[src/rtl/core/isl_pkg.sv]
// ----------------------------------------------------------------------------
// isl_pkg
// Shared constants, codes and types of the indexed shift list.
// ----------------------------------------------------------------------------
package isl_pkg;

   localparam int DEPTH   = 16;
   localparam int WIDTH   = 32;
   localparam int IDX_W   = $clog2(DEPTH);
   localparam int CNT_W   = $clog2(DEPTH + 1);
   localparam int FUNC_W  = 3;
   localparam int STAT_W  = 2;

   localparam int REQ_BITS = FUNC_W + IDX_W + WIDTH;
   localparam int RSP_BITS = WIDTH + CNT_W + STAT_W;
   localparam int REQ_TDATA_W = ((REQ_BITS + 7) / 8) * 8;
   localparam int RSP_TDATA_W = ((RSP_BITS + 7) / 8) * 8;

   localparam logic [FUNC_W-1:0] FUNC_READ   = 3'd0;
   localparam logic [FUNC_W-1:0] FUNC_APPEND = 3'd1;
   localparam logic [FUNC_W-1:0] FUNC_WRITE  = 3'd2;
   localparam logic [FUNC_W-1:0] FUNC_INSERT = 3'd3;
   localparam logic [FUNC_W-1:0] FUNC_DELETE = 3'd4;

   localparam logic [STAT_W-1:0] ST_OK   = 2'd0;
   localparam logic [STAT_W-1:0] ST_BAD  = 2'd1;
   localparam logic [STAT_W-1:0] ST_FULL = 2'd2;

   typedef logic [DEPTH-1:0][WIDTH-1:0] word_array_type;

   typedef struct packed {
      logic              load;
      logic              ins;
      logic              del;
      logic [IDX_W-1:0]  target;
      logic [WIDTH-1:0]  value;
   } cell_cmd_type;

   typedef struct packed {
      logic [STAT_W-1:0] status;
      logic [CNT_W-1:0]  count;
      logic [WIDTH-1:0]  read_data;
   } rsp_type;

endpackage

[src/rtl/core/isl_cell.sv]
// ----------------------------------------------------------------------------
// isl_cell
// One list slot: loads, shifts up from below or down from above.
// ----------------------------------------------------------------------------
module isl_cell (
   input  logic                       clock,
   input  isl_pkg::cell_cmd_type      cmd,
   input  logic [isl_pkg::IDX_W-1:0]  cell_pos,
   input  logic [isl_pkg::WIDTH-1:0]  below_data,
   input  logic [isl_pkg::WIDTH-1:0]  above_data,
   output logic [isl_pkg::WIDTH-1:0]  cell_data
);
   import isl_pkg::*;

   logic [WIDTH-1:0] data_ff;
   logic [WIDTH-1:0] data_in;

   always_comb begin
      data_in = data_ff;
      if (cmd.load && cell_pos == cmd.target) begin
         data_in = cmd.value;
      end else if (cmd.ins) begin
         if (cell_pos == cmd.target) begin
            data_in = cmd.value;
         end else if (cell_pos > cmd.target) begin
            data_in = below_data;
         end
      end else if (cmd.del && cell_pos >= cmd.target) begin
         data_in = above_data;
      end
   end

   always_ff @(posedge clock) begin
      data_ff <= data_in;
   end

   assign cell_data = data_ff;

endmodule

[src/rtl/core/isl_ctrl.sv]
// ----------------------------------------------------------------------------
// isl_ctrl
// Operation decode, fill count and read selection for the cell row.
// ----------------------------------------------------------------------------
module isl_ctrl (
   input  logic                        clock,
   input  logic                        reset,
   input  logic                        accept,
   input  logic [isl_pkg::FUNC_W-1:0]  func,
   input  logic [isl_pkg::IDX_W-1:0]   index,
   input  logic [isl_pkg::WIDTH-1:0]   value,
   input  isl_pkg::word_array_type     cell_words,
   output isl_pkg::cell_cmd_type       cmd,
   output isl_pkg::rsp_type            rsp
);
   import isl_pkg::*;

   logic [CNT_W-1:0] count_ff;
   logic [CNT_W-1:0] count_in;
   logic [CNT_W-1:0] count_new;
   logic [CNT_W-1:0] idx_ext;
   logic             idx_lt;
   logic             full;
   logic             del_ok;

   assign idx_ext = CNT_W'(index);
   assign idx_lt  = idx_ext < count_ff;
   assign full    = count_ff == CNT_W'(DEPTH);

   always_comb begin
      cmd           = '0;
      cmd.value     = value;
      cmd.target    = index;
      rsp.read_data = '0;
      rsp.status    = ST_OK;
      count_new     = count_ff;
      del_ok        = 1'b0;
      case (func)
         FUNC_READ: begin
            if (idx_lt) begin
               rsp.read_data = cell_words[index];
            end else begin
               rsp.status = ST_BAD;
            end
         end
         FUNC_APPEND: begin
            if (full) begin
               rsp.status = ST_FULL;
            end else begin
               cmd.load   = accept;
               cmd.target = count_ff[IDX_W-1:0];
               count_new  = count_ff + CNT_W'(1);
            end
         end
         FUNC_WRITE: begin
            if (idx_lt) begin
               cmd.load = accept;
            end else begin
               rsp.status = ST_BAD;
            end
         end
         FUNC_INSERT: begin
            if (count_ff == '0 || idx_ext > count_ff) begin
               rsp.status = ST_BAD;
            end else if (full) begin
               rsp.status = ST_FULL;
            end else begin
               cmd.ins   = accept;
               count_new = count_ff + CNT_W'(1);
            end
         end
         FUNC_DELETE: begin
            if (idx_lt) begin
               cmd.del   = accept;
               del_ok    = 1'b1;
               count_new = count_ff - CNT_W'(1);
            end else begin
               rsp.status = ST_BAD;
            end
         end
         default: begin
         end
      endcase
      rsp.count = count_new;
      count_in  = accept ? count_new : count_ff;
   end

   always_ff @(posedge clock) begin
      if (reset) begin
         count_ff <= '0;
      end else begin
         count_ff <= count_in;
      end
   end

   a_count_bound: assert property (@(posedge clock) disable iff (reset)
      count_ff <= CNT_W'(DEPTH))
      else $error("fill count above capacity");

   a_delete_count: assert property (@(posedge clock) disable iff (reset)
      (accept && del_ok) |=> count_ff == $past(count_ff) - CNT_W'(1))
      else $error("delete did not lower count");

   a_idle_hold: assert property (@(posedge clock) disable iff (reset)
      !accept |=> $stable(count_ff))
      else $error("count moved without transaction");

endmodule

[src/rtl/core/indexed_shift_list_top.sv]
// ----------------------------------------------------------------------------
// indexed_shift_list_top
// Ordered list of signed words held in a row of shifting cells.
// ----------------------------------------------------------------------------
//  channel  direction  payload (low bit first)
//  req_     in         func[2:0] index[6:3] value[38:7] zero[39]
//  rsp_     out        read_data[31:0] count[36:32] status[38:37] zero[39]
//
//  One transaction per clock while req_tready is high; all cells shift,
//  load or hold in the same cycle, and the result is registered for rsp_.
//  A two-entry output buffer takes one more transaction while rsp_ stalls.
//  Synchronous reset empties the list and the output buffer.
// ----------------------------------------------------------------------------
module indexed_shift_list_top (
   input  logic                              clock,
   input  logic                              reset,
   input  logic                              req_tvalid,
   output logic                              req_tready,
   input  logic [isl_pkg::REQ_TDATA_W-1:0]   req_tdata,  // func, index, value
   output logic                              rsp_tvalid,
   input  logic                              rsp_tready,
   output logic [isl_pkg::RSP_TDATA_W-1:0]   rsp_tdata   // read_data, count, status
);
   import isl_pkg::*;

   logic [FUNC_W-1:0] func;
   logic [IDX_W-1:0]  index;
   logic [WIDTH-1:0]  value;
   logic              req_accept;
   logic              rsp_take;
   cell_cmd_type      cmd;
   rsp_type           rsp_new;
   word_array_type    cell_words;

   logic    out_valid_ff;
   logic    out_valid_in;
   rsp_type out_ff;
   rsp_type out_in;
   logic    skid_valid_ff;
   logic    skid_valid_in;
   rsp_type skid_ff;
   rsp_type skid_in;

   assign func  = req_tdata[FUNC_W-1:0];
   assign index = req_tdata[FUNC_W+IDX_W-1:FUNC_W];
   assign value = req_tdata[REQ_BITS-1:FUNC_W+IDX_W];

   assign req_tready = !skid_valid_ff;
   assign req_accept = req_tvalid && req_tready;
   assign rsp_take   = out_valid_ff && rsp_tready;

   isl_ctrl u_ctrl (
      .clock      (clock),
      .reset      (reset),
      .accept     (req_accept),
      .func       (func),
      .index      (index),
      .value      (value),
      .cell_words (cell_words),
      .cmd        (cmd),
      .rsp        (rsp_new)
   );

   for (genvar i = 0; i < DEPTH; i++) begin : g_cell
      logic [WIDTH-1:0] below;
      logic [WIDTH-1:0] above;
      if (i == 0) begin : g_first
         assign below = value;
      end else begin : g_mid_lo
         assign below = cell_words[i-1];
      end
      if (i == DEPTH - 1) begin : g_last
         assign above = cell_words[i];
      end else begin : g_mid_hi
         assign above = cell_words[i+1];
      end
      isl_cell u_cell (
         .clock      (clock),
         .cmd        (cmd),
         .cell_pos   (IDX_W'(i)),
         .below_data (below),
         .above_data (above),
         .cell_data  (cell_words[i])
      );
   end

   always_comb begin
      out_valid_in  = out_valid_ff;
      out_in        = out_ff;
      skid_valid_in = skid_valid_ff;
      skid_in       = skid_ff;
      if (!out_valid_ff || rsp_take) begin
         if (skid_valid_ff) begin
            out_in        = skid_ff;
            out_valid_in  = 1'b1;
            skid_valid_in = 1'b0;
         end else begin
            out_in       = rsp_new;
            out_valid_in = req_accept;
         end
      end else if (req_accept) begin
         skid_in       = rsp_new;
         skid_valid_in = 1'b1;
      end
   end

   always_ff @(posedge clock) begin
      if (reset) begin
         out_valid_ff  <= 1'b0;
         skid_valid_ff <= 1'b0;
      end else begin
         out_valid_ff  <= out_valid_in;
         skid_valid_ff <= skid_valid_in;
      end
      out_ff  <= out_in;
      skid_ff <= skid_in;
   end

   assign rsp_tvalid = out_valid_ff;
   assign rsp_tdata  = RSP_TDATA_W'(out_ff);

   a_skid_order: assert property (@(posedge clock) disable iff (reset)
      skid_valid_ff |-> out_valid_ff)
      else $error("skid entry held without output entry");

   a_accept_shows: assert property (@(posedge clock) disable iff (reset)
      req_accept |=> out_valid_ff)
      else $error("accepted transaction left no result");

   a_skid_drain: assert property (@(posedge clock) disable iff (reset)
      (skid_valid_ff && rsp_take) |=> (out_valid_ff && !skid_valid_ff))
      else $error("skid entry not moved forward");

endmodule
[config.mk]
export PLATFORM = sky130hd
export DESIGN_NAME = indexed_shift_list_top
export DESIGN_NICKNAME = d
export VERILOG_FILES = /design/src/rtl/core/isl_pkg.sv /design/src/rtl/core/isl_cell.sv /design/src/rtl/core/isl_ctrl.sv /design/src/rtl/core/indexed_shift_list_top.sv
export SDC_FILE = /design/constraint.sdc
export NUM_CORES = 1
export LEC_CHECK = 0
export BUFFER_PORTS_ARGS = -buffer_cell sky130_fd_sc_hd__buf_2
export CAP_MARGIN = 5
export CORE_AREA = 2 2 237 239
export DETAILED_ROUTE_END_ITERATION = 10
export DIE_AREA = 0 0 239 241
export PLACE_DENSITY = 0.83
export SYNTH_ARGS = -nofsm -noshare
export SYNTH_HDL_FRONTEND = slang
export SYNTH_SLANG_ARGS = --single-unit
[constraint.sdc]
create_clock -name clock -period 12.6 [get_ports clock]
set_clock_uncertainty 0.05 [all_clocks]
set_input_delay 0.63 -clock clock [delete_from_list [all_inputs] [get_ports clock]]
set_output_delay 0.63 -clock clock [all_outputs]
set_load 0.02 [all_outputs]
# After elaboration in Yosys (flattened, before gate mapping)
# Cells that the tools add are included.
[classes]
reduce_logical = 76
n_mux = 101
add_sub_neg = 2
order_cmp = 34
eq_ne = 35
bitwise_logic = 1
[op_table]
columns = ["cell", "n"]
rows = [
  ["32-bit 2-to-1 mux", 82],
  ["32-bit binary-select mux with 4-bit select", 1],
  ["4-bit by 1-bit != test with 1-bit output (second input constant)", 15],
  ["3-bit nonzero test", 16],
  ["39-bit 2-to-1 mux", 1],
  ["2-bit AND reduction", 17],
  ["1-bit logical AND", 33],
  ["4-bit equality test (first input constant)", 8],
  ["4-bit greater-than comparator (first input constant)", 8],
  ["4-bit >= comparator (first input constant)", 7],
  ["3-bit by 4-bit equality test with 1-bit output (first input constant)", 4],
  ["3-bit by 4-bit >= comparator with 1-bit output (first input constant)", 4],
  ["3-bit by 4-bit greater-than comparator with 1-bit output (first input constant)", 4],
  ["5-bit 2-to-1 mux", 3],
  ["5-bit one-hot mux with 3 select lines", 1],
  ["2-bit by 4-bit equality test with 1-bit output (first input constant)", 2],
  ["1-bit by 4-bit >= comparator with 1-bit output (first input constant)", 2],
  ["2-bit by 4-bit >= comparator with 1-bit output (first input constant)", 2],
  ["1-bit by 4-bit greater-than comparator with 1-bit output (first input constant)", 2],
  ["2-bit by 4-bit greater-than comparator with 1-bit output (first input constant)", 2],
  ["4-bit 2-to-1 mux", 2],
  ["1-bit 2-to-1 mux", 7],
  ["3-bit by 2-bit equality test with 1-bit output (second input constant)", 2],
  ["2-bit one-hot mux with 3 select lines", 1],
  ["other kinds (20)", 23],
]
[totals]
regBits = 597
out_inout_bits = 42
word_cells = 274

# Logic depth before layout (Yosys ltp)
[logic_depth]
word_depth = 8
ltp_mapped = 13
depth_no_buf = 8

# By module
# From an unflattened synthesis, not the netlist that was laid out.
[hier_totals]
hier_cells = 3645
area_unflattened_um2 = 41997.8
[modules_own_cells]
columns = ["mod", "n_inst", "area_each_um2", "seq_area_each_um2", "cells_per_inst"]
rows = [
  ["isl_cell", 16, 2112.0, 960.9, 195],
  ["isl_ctrl", 1, 5113.7, 100.1, 391],
  ["indexed_shift_list_top", 1, 3091.7, 2382.3, 134],
]

# Least setup slack after synthesis
# OpenSTA, ideal clock, no wires.
[synth_path]
path_kind = "input -> register"
start = "input req_tdata[3] in the netlist's numbering"
end = "register g_cell[3].u_cell.data_ff[0] (enable)"
arrival_time_ns = 5.047
path_slack_ns = 7.030
cell_stages = 11
setup_ns = 0.474
cell_sequence = "clkbuf_1 > inv_2 > buf_2 > ha_1 > nor2b_1 > o311ai_2 > a21boi_1 > nor3_4 > buf_6 > o21ai_2 > a221oi_1"
[synth_via]
elab_chain_cells = 6
word_cells_on_any_way = 18
classes_between = "order compare: 4; eq/ne: 2; mux: 7; reduce/logical: 5"
[synth_lines]
columns = ["element", "line_no", "source"]
rows = [
  ["start: declaration", "indexed_shift_list_top.sv:19", "input logic [isl_pkg::REQ_TDATA_W-1:0] req_tdata,"],
  ["4-bit by 5-bit < comparator with 1-bit output (tied with other cells)", "isl_ctrl.sv:27", "assign idx_lt = idx_ext < count_ff;"],
  ["1-bit 2-to-1 mux (tied with other cells)", "isl_ctrl.sv:56, isl_ctrl.sv:73", ""],
  ["1-bit one-hot mux with 2 select lines (tied with other cells)", "isl_ctrl.sv:38", "case (func)"],
  ["1-bit logical AND (tied with other cells)", "isl_cell.sv:20", "if (cmd.load && cell_pos == cmd.target) begin"],
  ["4-bit by 1-bit != test with 1-bit output (no source line) / 3-bit nonzero test (equally long branches)", "--", ""],
  ["2-bit AND reduction (no source line) *", "--", ""],
  ["end signal: assignment", "isl_cell.sv:34", "data_ff <= data_in;"],
  ["end: declaration", "isl_cell.sv:15", "logic [WIDTH-1:0] data_ff;"],
]
# Mark *: on every way between the ends. The rest lies on a longest branch, timed or not.
# A chain may end at the register's enable or synchronous reset.

# Worst setup path in the final report
[layout_path]
start = "register u_ctrl.count_ff[3]"
end = "register g_cell[8].u_cell.data_ff[15] (enable)"
[layout_via]
elab_chain_cells = 7
word_cells_on_any_way = 21
classes_between = "order compare: 4; eq/ne: 3; mux: 8; reduce/logical: 6"
[layout_lines]
columns = ["element", "line_no", "source"]
rows = [
  ["start: declaration", "isl_ctrl.sv:18", "logic [CNT_W-1:0] count_ff;"],
  ["start signal: assignment", "isl_ctrl.sv:92", "count_ff <= count_in;"],
  ["5-bit equality test", "isl_ctrl.sv:28", "assign full = count_ff == CNT_W'(DEPTH);"],
  ["4-bit 2-to-1 mux", "isl_ctrl.sv:47", "if (full) begin"],
  ["4-bit 2-to-1 mux", "isl_ctrl.sv:38", ""],
  ["4-bit >= comparator / 4-bit equality test (equally long branches)", "isl_cell.sv:28, isl_cell.sv:20, isl_cell.sv:23", ""],
  ["1-bit logical AND, on equally long branches", "isl_cell.sv:28, isl_cell.sv:20", ""],
  ["3-bit nonzero test (no source line) / 4-bit by 1-bit != test with 1-bit output (equally long branches)", "--", ""],
  ["2-bit AND reduction (no source line) *", "--", ""],
  ["end signal: assignment", "isl_cell.sv:34", ""],
  ["end: declaration", "isl_cell.sv:15", ""],
]
# Marks and branches as above.

==> results.txt <==
For this run, design rule violations remaining after detail routing come to 0. Summed over all instances, the cell type with the most area after synthesis is sky130_fd_sc_hd__edfxtp_1. Cells fill 69.8% of the core in the end. Relative to the synthesized area, the layout overhead comes to 7.63%.

Multiplexer share of the synthesized area: 14.4%. The share of the clock period used by the worst path is 40.6%, and the per-cell routed wire length is 31.8 um. After Yosys synthesis, and, or, nand and nor cells account for 8.57% of the synthesized area.

The worst-case IR drop observed on VDD is 140 uV. The fraction of registers with async set or reset after synthesis was 0%. In this run the remaining antenna-violating nets after routing total 0. The run finished with clean final reports. The tools report the number of buffers inserted during clock tree synthesis as 61.

The count of flip-flops with a built-in enable after synthesis works out to 590. STA classifies the critical path endpoint as a flop. Number of cells traversed by the worst hold path: 2. Registers take 17,900 um^2.

Measured against its own limit, the worst slew margin works out to 11.2%. CTS placed an instance of sky130_fd_sc_hd__clkbuf_16 at the clock tree root. The fraction of post-synthesis cell area in the top cell type by area is 49.8%, and the required time of the critical path is 12.85 ns. The clock net sink count was 597; the maximum clock frequency was 195 MHz. The core region is 54,900 um^2. Ranked by total cell area, the synthesized netlist is headed by sky130_fd_sc_hd__edfxtp_1 (50%), sky130_fd_sc_hd__a221oi_2 (11%), sky130_fd_sc_hd__mux4_2 (8.1%). After Yosys synthesis, XOR and XNOR cells account for 0.0246% of the synthesized area. The final number of hold-violating endpoints is 0, and the total power density per cell area is 112 nW/um^2. The number of antenna violations at the first check in global routing is 0. The count of buffers from port buffering is 83, and the sum of net half-perimeters after detailed placement is 66.9 mm.

Of all nets on the critical path, the largest fanout is 18. Data arrives at the worst endpoint at 5.37 ns. The tools report the number of global-route vias before repair as 27,790. 86 I/O pins were placed. Counting every instance in the synthesized netlist gives 2,964.

The worst path needs 5.12 ns of the cycle, external delays included. The most used flip-flop cell after synthesis is sky130_fd_sc_hd__edfxtp_1. Setup violations remaining at the end of the flow were counted as 0. Measured in cells, the most critical reg-to-reg path has a length of 11. Setup repair after global routing left no endpoint under its margin. The filler cells instantiated in the layout total 3,683. Yosys instantiated no cell more often than sky130_fd_sc_hd__edfxtp_1. The number of nets handed over by synthesis was 3,014.

In the final layout, the multi-input gates occupy 15,300 um^2. After global routing the overflow that remains totals 0. After clock tree synthesis, the setup repair step added 0 buffers. The tightest min-delay check is of the in -> reg type. The global-route wire length before repair is 174 mm. Of the synthesized area, sequential elements account for 50.2%.

No sink is reached through more buffers than the 3 on the longest clock path. For this block, the initial DRC count from the detailed router was 4,411. The logs give 86 for the number of rows in the core area and 0 for the post-cts hold buffer count. The commonest cells after synthesis are sky130_fd_sc_hd__edfxtp_1 (590), sky130_fd_sc_hd__nor2_1 (524), sky130_fd_sc_hd__inv_1 (392). The total track usage is 40.9%, and the maximum level of the CTS H-tree is 2. The logs give 27,628 for the total via count in the routed design and 0 for the max-slew violation count.

Yosys printed 0 warnings. Number of distinct standard cells referenced by the synthesized netlist: 79. For the pin with the worst max-slew slack, the measured transition is 1.33 ns. The analysis attributes to cell leakage a power of 14.1 nW.

Dividing the detail-routed via count by the number of cells gives 7.51. The number of nets in the layout is 2,977, and the fraction of the mapped netlist area in adder cells is 0.211%. Clock-pin slew was measured on the worst setup and hold paths at 0.06 ns.

The average cell area after synthesis was 12.0 um^2; the routability congestion estimate from global placement was 0.938. The die covers 57,600 um^2. Entering global routing, the biggest net connects 73 pins.

The synthesized-area fraction occupied by ao, oa, aoi and oai cells works out to 18.6%. The max-capacitance violation count is 0, and the register bit total from synthesis is 597. TritonCTS built the clock tree. Summed over all failing endpoints, the final setup total negative slack is 0 ns. Gates resized during post-CTS repair numbered 0. The total detailed-routing wirelength is 117 mm, and the die width is 239 um.

The critical path is of the reg -> reg type. The first TritonRoute pass finished after 6 iterations. The post-route netlist has 28.1% of its cells at a drive strength greater than 1. The initial utilization of the core area, before any placement, comes to 64.8%.

The cell area that synthesis handed to floorplanning was 35,600 um^2. The later pin in the worst-skew pair is clocked with a latency of 0.67 ns. The die height came out at 241 um. Dominant combinational cell family by area after synthesis: compound AO/OA/AOI/OAI gates. The worst setup path is launched from a flop.
## logic make-up after synthesis
group | after synthesis
AOI/OAI and AO/OA | 633
buffers and inverters | 651
muxes | 324
adders and majority gates | 6
DFF | 597
xor gates and xnor gates | 1
other | 1
and+or+nand+nor | 751
## through the flow
stage	hold WS (ns)	setup slack (ns)	cells	power (mW)	cell area, um^2
after floorplan	0.448	7.03	2964	2.48	35600
after global placement	0.458	7.54	3568	2.59	36500
after detailed placement	0.464	7.52	3568	2.60	36500
after CTS	0.233	7.68	3679	4.27	38300
after global routing	0.260	7.41	3679	4.38	38300
final	0.250	7.48	3680	4.30	38300
## report_power, final
group / switching [mW] / internal (mW)
registers: 0.0152 / 2.19
logic: 0.245 / 0.117
clock network: 0.796 / 0.931
## state kept, by name, indices dropped and copies added (netlist names)
signal / flops
u_ctrl.count_ff: 5
rsp_tdata: 39
skid_valid_ff: 1
g_cell.u_cell.cell_data: 512
skid_ff: 39
rsp_tvalid: 1
## final cells by class
| type | instances | share of cell area, % |
|---|---|---|
| diodes | 1 | 0.00654 |
| repair buffers | 157 | 2.56 |
| clock buffers | 82 | 4.30 |
| multi-input cells | 1716 | 39.8 |
| well taps | 704 | 2.30 |
| flip-flops and latches | 597 | 46.6 |
| clock inverters | 29 | 0.480 |
| inverters | 394 | 3.87 |
## worst max-delay path: stages, from the launching register on
cell	delay (ns)
sky130_fd_sc_hd__dfxtp_1	0.76
sky130_fd_sc_hd__inv_1	0.22
sky130_fd_sc_hd__ha_1	0.33
sky130_fd_sc_hd__nor2b_1	0.28
sky130_fd_sc_hd__nand4_1	0.24
sky130_fd_sc_hd__a21boi_1	0.25
sky130_fd_sc_hd__nor3_4	0.19
sky130_fd_sc_hd__buf_4	0.42
sky130_fd_sc_hd__o21ai_2	0.13
sky130_fd_sc_hd__buf_4	0.27
sky130_fd_sc_hd__o32ai_4	1.02
sky130_fd_sc_hd__buf_4	0.57
## path summary, 6_finish.rpt
check                                         from                        endpoint  slack (ns)
worst max-delay path            u_ctrl.count_ff[3]  g_cell[8].u_cell.cell_data[15]        7.48
worst min-delay path                         reset              u_ctrl.count_ff[4]        0.25
worst max register to register  u_ctrl.count_ff[3]  g_cell[8].u_cell.cell_data[15]        7.48
worst min register to register         skid_ff[19]                   rsp_tdata[19]        0.47
## cell usage in the layout, fill, tap and decap left out, types with 6 or more instances in the layout
cell type	netlist	routed
sky130_fd_sc_hd__mux2_4	20	20
sky130_fd_sc_hd__inv_1	392	391
sky130_fd_sc_hd__clkbuf_16	0	62
sky130_fd_sc_hd__mux2i_1	33	33
sky130_fd_sc_hd__mux2_2	132	132
sky130_fd_sc_hd__nor2_1	524	521
sky130_fd_sc_hd__nand2b_1	10	9
sky130_fd_sc_hd__a221oi_1	136	135
sky130_fd_sc_hd__clkinv_2	0	8
sky130_fd_sc_hd__a22oi_1	9	8
sky130_fd_sc_hd__dfxtp_1	7	6
sky130_fd_sc_hd__clkbuf_1	105	18
sky130_fd_sc_hd__nand3_1	19	19
sky130_fd_sc_hd__nor2b_1	8	7
sky130_fd_sc_hd__buf_4	6	75
sky130_fd_sc_hd__clkinv_1	1	18
sky130_fd_sc_hd__edfxtp_1	590	590
sky130_fd_sc_hd__mux4_2	128	128
sky130_fd_sc_hd__o31ai_1	37	37
sky130_fd_sc_hd__buf_2	103	81
sky130_fd_sc_hd__mux2_1	11	11
sky130_fd_sc_hd__nand2_1	148	147
sky130_fd_sc_hd__nor3_1	7	7
sky130_fd_sc_hd__o21ai_4	6	21
sky130_fd_sc_hd__o22ai_4	0	7
sky130_fd_sc_hd__o21ai_0	80	77
sky130_fd_sc_hd__a221oi_2	250	250
sky130_fd_sc_hd__a21oi_1	45	45
sky130_fd_sc_hd__ha_1	6	6
## layer usage
layer / vias to the layer above / share of wire, % / track usage [%]
li1: 11050 / - / -
met1: 13251 / 33 / 51.4
met2: 2684 / 43 / 61.1
met3: 643 / 17 / 14.5
met4: 0 / 7.3 / 25.0
met5: - / 0 / 0
No activity file was read; power rests on OpenSTA's default activity.
